--- config.mk ---
export PLATFORM = sky130hd
export DESIGN_NAME = multi_client_interval_scheduler
export DESIGN_NICKNAME = d
export VERILOG_FILES = /design/src/rtl/mcis_pkg.sv /design/src/rtl/mcis_table.sv /design/src/rtl/multi_client_interval_scheduler.sv
export SDC_FILE = /design/constraint.sdc
export NUM_CORES = 2
export LEC_CHECK = 0
export BUFFER_PORTS_ARGS = -buffer_cell sky130_fd_sc_hd__buf_2
export CAP_MARGIN = 10
export CORE_MARGIN = 8
export CORE_UTILIZATION = 45
export DETAILED_ROUTE_END_ITERATION = 10
export GPL_TIMING_DRIVEN = 0
export PLACE_DENSITY = 0.72
export REMOVE_ABC_BUFFERS = 1
export SLEW_MARGIN = 20
export SYNTH_ARGS = -nofsm -noshare
export SYNTH_HDL_FRONTEND = slang
export SYNTH_HIERARCHICAL = 1
export SYNTH_SLANG_ARGS = --single-unit
export TNS_END_PERCENT = 30
--- constraint.sdc ---
create_clock -name clk -period 9.4 [get_ports clk]
set_clock_uncertainty 0.05 [all_clocks]
set_input_delay 2.82 -clock clk [delete_from_list [all_inputs] [get_ports clk]]
set_output_delay 2.82 -clock clk [all_outputs]
set_load 0.05 [all_outputs]
--- src/rtl/mcis_pkg.sv ---
// Shared types and constants for the multi-client interval scheduler.
// No dependencies; used by mcis_table and the top level.
package mcis_pkg;

  // most slots that may fire on one tick
  localparam int MAX_RESULTS = 16;
  localparam int RES_CW      = $clog2(MAX_RESULTS + 1);
  localparam int RES_IW      = $clog2(MAX_RESULTS);

  localparam logic [15:0] MIN_PERIOD_RST = 16'd1;

  typedef enum logic {
    OP_SCHEDULE = 1'b0,
    OP_TICK     = 1'b1
  } opcode_t;

  typedef enum logic [1:0] {
    ST_OK        = 2'd0,
    ST_NOT_FOUND = 2'd1,
    ST_EXPIRED   = 2'd2,
    ST_NONE_DUE  = 2'd3
  } status_t;

  typedef enum logic [2:0] {
    S_IDLE,
    S_SCHED,
    S_SCAN,
    S_DECIDE,
    S_EMIT
  } state_t;

  // one slot of the table memory
  typedef struct packed {
    logic [31:0] due;
    logic [31:0] period;
    logic        once;
  } entry_t;

endpackage

--- src/rtl/mcis_table.sv ---
// Slot table memory: due time, period and one-shot flag per slot.
// One write port, one read port, registered read data. Uses mcis_pkg.
module mcis_table #(
  parameter int DEPTH = 16
) (
  input  logic                         clk,
  input  logic                         wr_en,
  input  logic [$clog2(DEPTH)-1:0]     wr_addr,
  input  mcis_pkg::entry_t             wr_data,
  input  logic                         rd_en,
  input  logic [$clog2(DEPTH)-1:0]     rd_addr,
  output mcis_pkg::entry_t             rd_data
);

  mcis_pkg::entry_t mem [DEPTH];

  always_ff @(posedge clk) begin
    if (wr_en) begin
      mem[wr_addr] <= wr_data;
    end
  end

  always_ff @(posedge clk) begin
    if (rd_en) begin
      rd_data <= mem[rd_addr];
    end
  end

endmodule

--- src/rtl/multi_client_interval_scheduler.sv ---
// Multi-client interval scheduler, top level.
// Holds the control sequencer, armed flags and output register; the slot
// table lives in mcis_table. Uses mcis_pkg.
//
// Usage:
//  Input words arrive on s_*: s_tuser is the opcode (0 schedule/cancel,
//  1 tick). A schedule word arms, re-arms or (period 0) cancels one slot and
//  answers with one result word. A tick word reports every armed slot whose
//  due time is at or below now_ms, earliest due first, ties by slot number,
//  at most 16 per tick; m_tlast marks the final word of the item. A tick
//  with nothing due gives one word with status 3.
//  cfg_* writes min_period; cfg_ready is always high. Write it while idle.
//  Sequence: a schedule item goes from S_SCHED to S_EMIT. A tick that fires
//  k slots runs min(k+1, 16) scan passes over the table, each reading every
//  slot as the single table read port visits one slot per cycle, then gives
//  max(k, 1) result words. One item is worked on at a time; s_tready is high
//  between items, also while the last result word still waits.
//  A stalled m_tready holds the output word and the sequencer.
//  Reset clears all armed flags and sets min_period to 1; the table
//  contents need no clearing.
module multi_client_interval_scheduler #(
  parameter int NUM_SLOTS = 16
) (
  input  logic        clk,
  input  logic        rst,
  // input stream
  input  logic        s_tvalid,
  output logic        s_tready,
  input  logic [71:0] s_tdata,   // client_slot[3:0], period[35:4], one_shot[36], now_ms[68:37]
  input  logic [0:0]  s_tuser,   // opcode[0]
  // result stream
  output logic        m_tvalid,
  input  logic        m_tready,
  output logic [7:0]  m_tdata,   // status[1:0], fired_slot[5:2], timer_active[6]
  output logic        m_tlast,
  // min_period write channel
  input  logic        cfg_valid,
  output logic        cfg_ready,
  input  logic [15:0] cfg_data
);

  localparam int SW = $clog2(NUM_SLOTS);
  localparam int CW = $clog2(NUM_SLOTS + 1);
  localparam int RCW = mcis_pkg::RES_CW;
  localparam int RIW = mcis_pkg::RES_IW;

  mcis_pkg::state_t state, state_next;

  logic [15:0]        min_period;
  logic [NUM_SLOTS-1:0] armed;
  logic [NUM_SLOTS-1:0] picked;
  logic [CW-1:0]      armed_cnt;

  // captured input word
  mcis_pkg::opcode_t  in_op;
  logic [3:0]         in_slot;
  logic [31:0]        in_period;
  logic               in_once;
  logic [31:0]        in_now;

  // scan pass
  logic [SW-1:0]      scan_addr;
  logic               scan_issue;
  logic               rd_valid;
  logic [SW-1:0]      rd_idx;
  mcis_pkg::entry_t   rd_data;
  logic               found;
  logic [SW-1:0]      best_idx;
  logic [31:0]        best_due;
  logic [31:0]        best_period;
  logic               best_once;

  // pick list and emit
  logic [SW-1:0]      order [mcis_pkg::MAX_RESULTS];
  logic [RCW-1:0]     n_picked;
  logic [RCW-1:0]     emit_cnt;
  logic               single;
  mcis_pkg::status_t  res_status;

  // combinational control
  logic               in_fire;
  logic               rd_en;
  logic               cand;
  logic               pass_done;
  logic               out_free;
  logic               out_load;
  logic               last_emit;
  logic               slot_ok;
  logic [SW-1:0]      sched_idx;
  logic [31:0]        per_clamped;
  logic               wr_en;
  logic [SW-1:0]      wr_addr;
  mcis_pkg::entry_t   wr_data;
  logic               more_room;

  assign cfg_ready = 1'b1;
  assign s_tready  = (state == mcis_pkg::S_IDLE);
  assign in_fire   = s_tvalid && s_tready;
  assign rd_en     = (state == mcis_pkg::S_SCAN) && scan_issue;
  assign out_free  = !m_tvalid || m_tready;
  assign pass_done = rd_valid && (rd_idx == SW'(NUM_SLOTS - 1));
  assign last_emit = single || ((emit_cnt + RCW'(1)) == n_picked);
  assign more_room = (n_picked + RCW'(1)) < RCW'(mcis_pkg::MAX_RESULTS);

  assign slot_ok   = 32'(in_slot) < 32'(NUM_SLOTS);
  assign sched_idx = SW'(in_slot);
  assign per_clamped = (in_period < {16'd0, min_period}) ? {16'd0, min_period} : in_period;

  assign cand = rd_valid && armed[rd_idx] && !picked[rd_idx] && (rd_data.due <= in_now)
                && (!found || (rd_data.due < best_due));

  // table write: arm from a schedule word, or advance a periodic slot that fired
  always_comb begin
    wr_en   = 1'b0;
    wr_addr = sched_idx;
    wr_data = '{due: in_now + per_clamped, period: per_clamped, once: in_once};
    if (state == mcis_pkg::S_SCHED) begin
      wr_en = slot_ok && (in_period != 32'd0);
    end else if (state == mcis_pkg::S_DECIDE) begin
      wr_en   = found && !best_once;
      wr_addr = best_idx;
      wr_data = '{due: best_due + best_period, period: best_period, once: best_once};
    end
  end

  mcis_table #(
    .DEPTH (NUM_SLOTS)
  ) u_table (
    .clk     (clk),
    .wr_en   (wr_en),
    .wr_addr (wr_addr),
    .wr_data (wr_data),
    .rd_en   (rd_en),
    .rd_addr (scan_addr),
    .rd_data (rd_data)
  );

  always_ff @(posedge clk) begin
    if (rst) begin
      state <= mcis_pkg::S_IDLE;
    end else begin
      state <= state_next;
    end
  end

  always_comb begin
    state_next = state;
    out_load   = 1'b0;
    case (state)
      mcis_pkg::S_IDLE: begin
        if (in_fire) begin
          state_next = (s_tuser[0] == mcis_pkg::OP_TICK) ? mcis_pkg::S_SCAN
                                                         : mcis_pkg::S_SCHED;
        end
      end
      mcis_pkg::S_SCHED: begin
        state_next = mcis_pkg::S_EMIT;
      end
      mcis_pkg::S_SCAN: begin
        if (pass_done) begin
          state_next = mcis_pkg::S_DECIDE;
        end
      end
      mcis_pkg::S_DECIDE: begin
        state_next = (found && more_room) ? mcis_pkg::S_SCAN : mcis_pkg::S_EMIT;
      end
      mcis_pkg::S_EMIT: begin
        out_load = out_free;
        if (out_free && last_emit) begin
          state_next = mcis_pkg::S_IDLE;
        end
      end
      default: begin
        state_next = mcis_pkg::S_IDLE;
      end
    endcase
  end

  // control registers
  always_ff @(posedge clk) begin
    if (rst) begin
      min_period <= mcis_pkg::MIN_PERIOD_RST;
      armed      <= '0;
      armed_cnt  <= '0;
      picked     <= '0;
      scan_issue <= 1'b0;
      rd_valid   <= 1'b0;
      found      <= 1'b0;
      m_tvalid   <= 1'b0;
      n_picked   <= '0;
      emit_cnt   <= '0;
      single     <= 1'b0;
    end else begin
      if (cfg_valid) begin
        min_period <= cfg_data;
      end
      rd_valid <= rd_en;

      if (in_fire) begin
        picked     <= '0;
        n_picked   <= '0;
        emit_cnt   <= '0;
        found      <= 1'b0;
        scan_issue <= (s_tuser[0] == mcis_pkg::OP_TICK);
      end

      if (rd_en && (scan_addr == SW'(NUM_SLOTS - 1))) begin
        scan_issue <= 1'b0;
      end
      if (cand) begin
        found <= 1'b1;
      end

      if (state == mcis_pkg::S_SCHED) begin
        single <= 1'b1;
        if (slot_ok && (in_period != 32'd0)) begin
          armed[sched_idx] <= 1'b1;
          if (!armed[sched_idx]) begin
            armed_cnt <= armed_cnt + CW'(1);
          end
        end else if (slot_ok) begin
          armed[sched_idx] <= 1'b0;
          if (armed[sched_idx]) begin
            armed_cnt <= armed_cnt - CW'(1);
          end
        end
      end

      if (state == mcis_pkg::S_DECIDE) begin
        found      <= 1'b0;
        scan_issue <= 1'b1;
        single     <= !found && (n_picked == '0);
        if (found) begin
          picked[best_idx] <= 1'b1;
          n_picked         <= n_picked + RCW'(1);
          // one-shot slots disarm; periodic ones were advanced in the table
          if (best_once) begin
            armed[best_idx] <= 1'b0;
            armed_cnt       <= armed_cnt - CW'(1);
          end
        end
      end

      if (out_load) begin
        m_tvalid <= 1'b1;
        emit_cnt <= emit_cnt + RCW'(1);
      end else if (m_tready) begin
        m_tvalid <= 1'b0;
      end
    end
  end

  // payload registers
  always_ff @(posedge clk) begin
    if (in_fire) begin
      in_op     <= mcis_pkg::opcode_t'(s_tuser[0]);
      in_slot   <= s_tdata[3:0];
      in_period <= s_tdata[35:4];
      in_once   <= s_tdata[36];
      in_now    <= s_tdata[68:37];
      scan_addr <= '0;
    end else if (state == mcis_pkg::S_DECIDE) begin
      scan_addr <= '0;
    end else if (rd_en) begin
      scan_addr <= scan_addr + SW'(1);
    end
    rd_idx <= scan_addr;

    if (cand) begin
      best_idx    <= rd_idx;
      best_due    <= rd_data.due;
      best_period <= rd_data.period;
      best_once   <= rd_data.once;
    end

    if ((state == mcis_pkg::S_DECIDE) && found) begin
      order[n_picked[RIW-1:0]] <= best_idx;
    end

    if (state == mcis_pkg::S_SCHED) begin
      if (!slot_ok) begin
        res_status <= mcis_pkg::ST_NOT_FOUND;
      end else if ((in_period == 32'd0) && !armed[sched_idx]) begin
        res_status <= mcis_pkg::ST_NOT_FOUND;
      end else begin
        res_status <= mcis_pkg::ST_OK;
      end
    end else if ((state == mcis_pkg::S_DECIDE) && (in_op == mcis_pkg::OP_TICK)) begin
      res_status <= mcis_pkg::ST_NONE_DUE;
    end

    if (out_load) begin
      m_tlast <= last_emit;
      if (single) begin
        m_tdata <= {1'b0, (armed_cnt != '0), 4'd0, res_status};
      end else begin
        m_tdata <= {1'b0, (armed_cnt != '0), 4'(order[emit_cnt[RIW-1:0]]),
                    mcis_pkg::ST_EXPIRED};
      end
    end
  end

  // an armed count of zero means that no slot is armed
  a_cnt_match: assert property (@(posedge clk) disable iff (rst)
    (armed_cnt == '0) |-> (armed == '0))
    else $error("armed count zero while a slot is armed");

  a_cnt_range: assert property (@(posedge clk) disable iff (rst)
    armed_cnt <= CW'(NUM_SLOTS))
    else $error("armed count beyond slot count");

  // a slot chosen in a pass is armed and was not chosen before
  a_pick_fresh: assert property (@(posedge clk) disable iff (rst)
    ((state == mcis_pkg::S_DECIDE) && found) |-> (armed[best_idx] && !picked[best_idx]))
    else $error("picked slot not armed or picked twice");

  a_pick_count: assert property (@(posedge clk) disable iff (rst)
    ((state == mcis_pkg::S_DECIDE) && found) |=> (n_picked == $past(n_picked) + RCW'(1)))
    else $error("pick count did not advance");

  a_emit_bound: assert property (@(posedge clk) disable iff (rst)
    ((state == mcis_pkg::S_EMIT) && !single) |-> (emit_cnt < n_picked))
    else $error("emitting past the pick list");

endmodule
==> flow_summary.ini <==
[run_status]
outcome = finished clean

[clock_network]
count_of_clock_tree_sinks = 1397
cts-resized-gates = 0
post_cts.repair.setup_buffers = 0
tritoncts = built
clockRootBuffer = sky130_fd_sc_hd__clkbuf_16
cts_hold_buffers = 0
worst_setup_hold_path_clk_slew_ns = 0.07
clock_tree.buffer_depth = 3
cts.htree.levels = 4
worstSkewPairLatency_ns = 0.78
cts-buffers-inserted = 137

[logic_synthesis]
synth.yosys.seq_area_share_pct = 70.8
synth.distinct_cells = 81
ys_dominant_reg_cell = sky130_fd_sc_hd__edfxtp_1
muxShareOfSynthArea_pct = 12.4
syn-cell-area_um2 = 58100
post_synthesis_share_of_cell_area_spent_on_xor_and_xnor_gates_pct = 0.979
synthCells = 3298
syn_area_per_cell_um2 = 17.6
synth-compound-area-share_pct = 6.01
synth-async-reset-ratio_pct = 0
synth_top_family_by_area = multiplexers
yosysTopAreaCell = sky130_fd_sc_hd__edfxtp_1
ys_seq_elements = 1397
synth.yosys.warnings = 6
synthDominantCellAreaShare_pct = 68.1
synth-simple-area-share_pct = 4.32
synth_enable_flop_cells = 1318
adder_cell_share_of_the_synthesized_area_pct = 3.32
ys_top_cells_by_area = sky130_fd_sc_hd__edfxtp_1, sky130_fd_sc_hd__mux4_2, sky130_fd_sc_hd__ha_1, sky130_fd_sc_hd__dfxtp_1, sky130_fd_sc_hd__a22oi_1

[timing]
setup_viols_final = 0
rsz_0062_raised_after_global_routing = no
maxSlewViolCount = 0
slew-limit-headroom_pct = 24.0
finalHoldViolCount = 0
worst_hold_slack_ns = 0.370
worst_slack_ns = 2.35
worst_pin_slew_ns = 1.13
sum_of_negative_setup_slack_ns = 0
finalWorstPathRequiredPeriod_ns = 7.05
timing.final.crit_share_pct = 75.0
fmax_mhz = 142

[pwr]
cell_internal_power_mw = 10.6
comb_power_share_pct = 7.7
seqPwrFrac_pct = 52.4
power_switching_mw = 3.14
pwr-share-clk_pct = 40.0
swShare_pct = 22.8
vdd.ir_drop.worst_mv = 0.203
power_density_nw_per_um2 = 206
post-layout-total-power_mw = 13.8
cellLeakagePower_nw = 22.2

[global_route]
grt_first_pass_wirelength_um = 213000
groute.usage.overall_pct = 20.2
grt_start_max_net_pins = 58
grt_antenna_before_repair = 4
grt_pass1_vias = 32266
grt.overflow.total = 0

[worst_setup_path]
r2r-end = u_table/mem[4][62]
cp-end-kind = flop
r2r_cell_count = 17
crit_required_ns = 9.81
crit_arrival_ns = 7.47
reg2reg_slack_ns = 2.35
worstSetupStartpointType = flop
crit_start = in_period[24]
r2r_start = in_period[24]
crit_path_end = u_table/mem[4][62]
worstPathMaxFanout = 16
timing.setup.critical_path_class = flop to flop

[routing]
viasPerCell = 6.06
wire_per_inst_um = 27.5
number_of_violations_reported_at_the_end_of_detailed_routing_iteration_0 = 4181
detail_route.wirelength_um = 145000
routed-via-count = 32081
postRouteAntennaNets = 0
drtPass1Iterations = 7
route.detailed.drc = 0

[placed_design]
dp_worst_setup_slack_ns = 2.27
dp_cells = 5038
placement.io_buffers = 100
placedInstanceArea_um2 = 62400
dp_hpwl_um = 95400
gp_routability_congestion = 0.871

[floorplanning]
core_region_area_um2 = 129000
die_y_um = 375
floorplan.rows = 132
floorplan.die_area_um2 = 141000
initial_utilization_pct = 45.1
ios = 106
die_w_um = 375

[layout]
layout_common_cells = sky130_fd_sc_hd__edfxtp_1, sky130_fd_sc_hd__mux4_2, sky130_fd_sc_hd__nand2_1, sky130_fd_sc_hd__ha_1, sky130_fd_sc_hd__a22oi_1
diodes = 0
final_net_count = 3750
postLayoutCoreUtil_pct = 52.0
most_common_library_cell_in_the_layout_ignoring_fill_and_taps = sky130_fd_sc_hd__edfxtp_1
post-route-cell-area_um2 = 67000
synthToLayoutAreaGrowth_pct = 15.2
fin_cells = 5290
final_layout_size_suffix_gt1_share_pct = 22.4

[worst_hold_path]
worstHoldPathType = flop to flop
worst_hold_startpoint = u_table/rd_data[30]

[job]
max-cap-violations = 0
==> synth_stat cells, types with 17 or more instances <==
| cell | number |
|---|---|
| sky130_fd_sc_hd__edfxtp_1 | 1318 |
| sky130_fd_sc_hd__mux4_2 | 285 |
| sky130_fd_sc_hd__nand2_1 | 209 |
| sky130_fd_sc_hd__ha_1 | 151 |
| sky130_fd_sc_hd__a22oi_1 | 142 |
| sky130_fd_sc_hd__nor2_1 | 142 |
| sky130_fd_sc_hd__inv_1 | 114 |
| sky130_fd_sc_hd__clkbuf_1 | 104 |
| sky130_fd_sc_hd__a21oi_1 | 93 |
| sky130_fd_sc_hd__dfxtp_1 | 79 |
| sky130_fd_sc_hd__a21o_1 | 64 |
| sky130_fd_sc_hd__o21ai_0 | 51 |
| sky130_fd_sc_hd__mux2i_1 | 39 |
| sky130_fd_sc_hd__xor2_1 | 33 |
| sky130_fd_sc_hd__xnor2_1 | 32 |
| sky130_fd_sc_hd__nand3_1 | 28 |
| sky130_fd_sc_hd__buf_2 | 27 |
| sky130_fd_sc_hd__nand2b_1 | 24 |
| sky130_fd_sc_hd__nand4_1 | 24 |
| sky130_fd_sc_hd__nor3_1 | 23 |
| sky130_fd_sc_hd__a211oi_1 | 21 |
| sky130_fd_sc_hd__mux2_2 | 19 |
| sky130_fd_sc_hd__nor2b_1 | 18 |
| sky130_fd_sc_hd__and3_1 | 17 |
==> layer usage <==
layer  wire length [um]  global-route usage (%)  up-vias
met4               3910                    6.01        2
li1                   -                       -    13602
met5                  7                       0        -
met3              14800                    4.70      297
met2              66900                    31.4     1744
met1              59600                    28.5    16436
==> critical path: stages, from the launching register on <==
cell and delay, ns:
sky130_fd_sc_hd__edfxtp_1 0.54, sky130_fd_sc_hd__nor4_1 0.48, sky130_fd_sc_hd__nand4_1 0.65, sky130_fd_sc_hd__nor2_1 0.26, sky130_fd_sc_hd__o21ai_1 0.14, sky130_fd_sc_hd__a21oi_4 0.71
sky130_fd_sc_hd__mux2i_1 0.57, sky130_fd_sc_hd__inv_1 0.10, sky130_fd_sc_hd__ha_1 0.31, sky130_fd_sc_hd__a211o_1 0.32, sky130_fd_sc_hd__a211oi_1 0.63, sky130_fd_sc_hd__or4_4 0.28
sky130_fd_sc_hd__a211oi_2 0.11, sky130_fd_sc_hd__o31ai_1 0.48, sky130_fd_sc_hd__nor4_1 0.11, sky130_fd_sc_hd__nor3_1 0.24, sky130_fd_sc_hd__xor2_1 0.12, sky130_fd_sc_hd__mux2i_2 0.62
==> registers in the layout, summed over array words and instances, names as in the netlist, 5 cells and up <==
| name | flops |
|---|---|
| armed | 16 |
| armed_cnt | 5 |
| best_due | 32 |
| best_period | 32 |
| emit_cnt | 5 |
| in_now | 32 |
| in_period | 32 |
| m_tdata | 7 |
| min_period | 16 |
| n_picked | 5 |
| order | 64 |
| picked | 16 |
| u_table/mem | 1040 |
| u_table/rd_data | 65 |
==> worst min path at each step <==
stage / to / cells after the start
global route: best_period[29] / 0
finish: best_period[29] / 0
CTS: best_period[29] / 0
detailed placement: best_period[16] / 0
global placement: best_period[17] / 0
floorplan: best_once / 0
==> cell families after synthesis <==
group,Yosys count
muxes,356
buffers and inverters,283
and+or+nand+nor,546
adders and majority gates,153
other,2
DFF,1397
AOI/OAI and AO/OA,496
xor gates and xnor gates,65
==> power groups by stage <==
stage	registers (mW)	logic [mW]	clock network (mW)
6_report	7.22	1.06	5.51
3_5_place_dp	7.36	1.03	0
3_3_place_gp	7.44	1.02	0
5_1_grt	7.23	1.14	5.80
4_1_cts	7.22	1.04	5.58
2_1_floorplan	7.37	0.718	0
==> layout make-up <==
type / instances / area (um2)
well taps: 1675 / 2100
multi-input cells: 1618 / 15900
repair buffers: 234 / 2840
clock inverters: 70 / 778
flip-flops and latches: 1397 / 41200
clock buffers: 181 / 3700
fillers: 9988 / 61900
inverters: 115 / 437
Note: power is estimated with default switching activity, not from simulation.
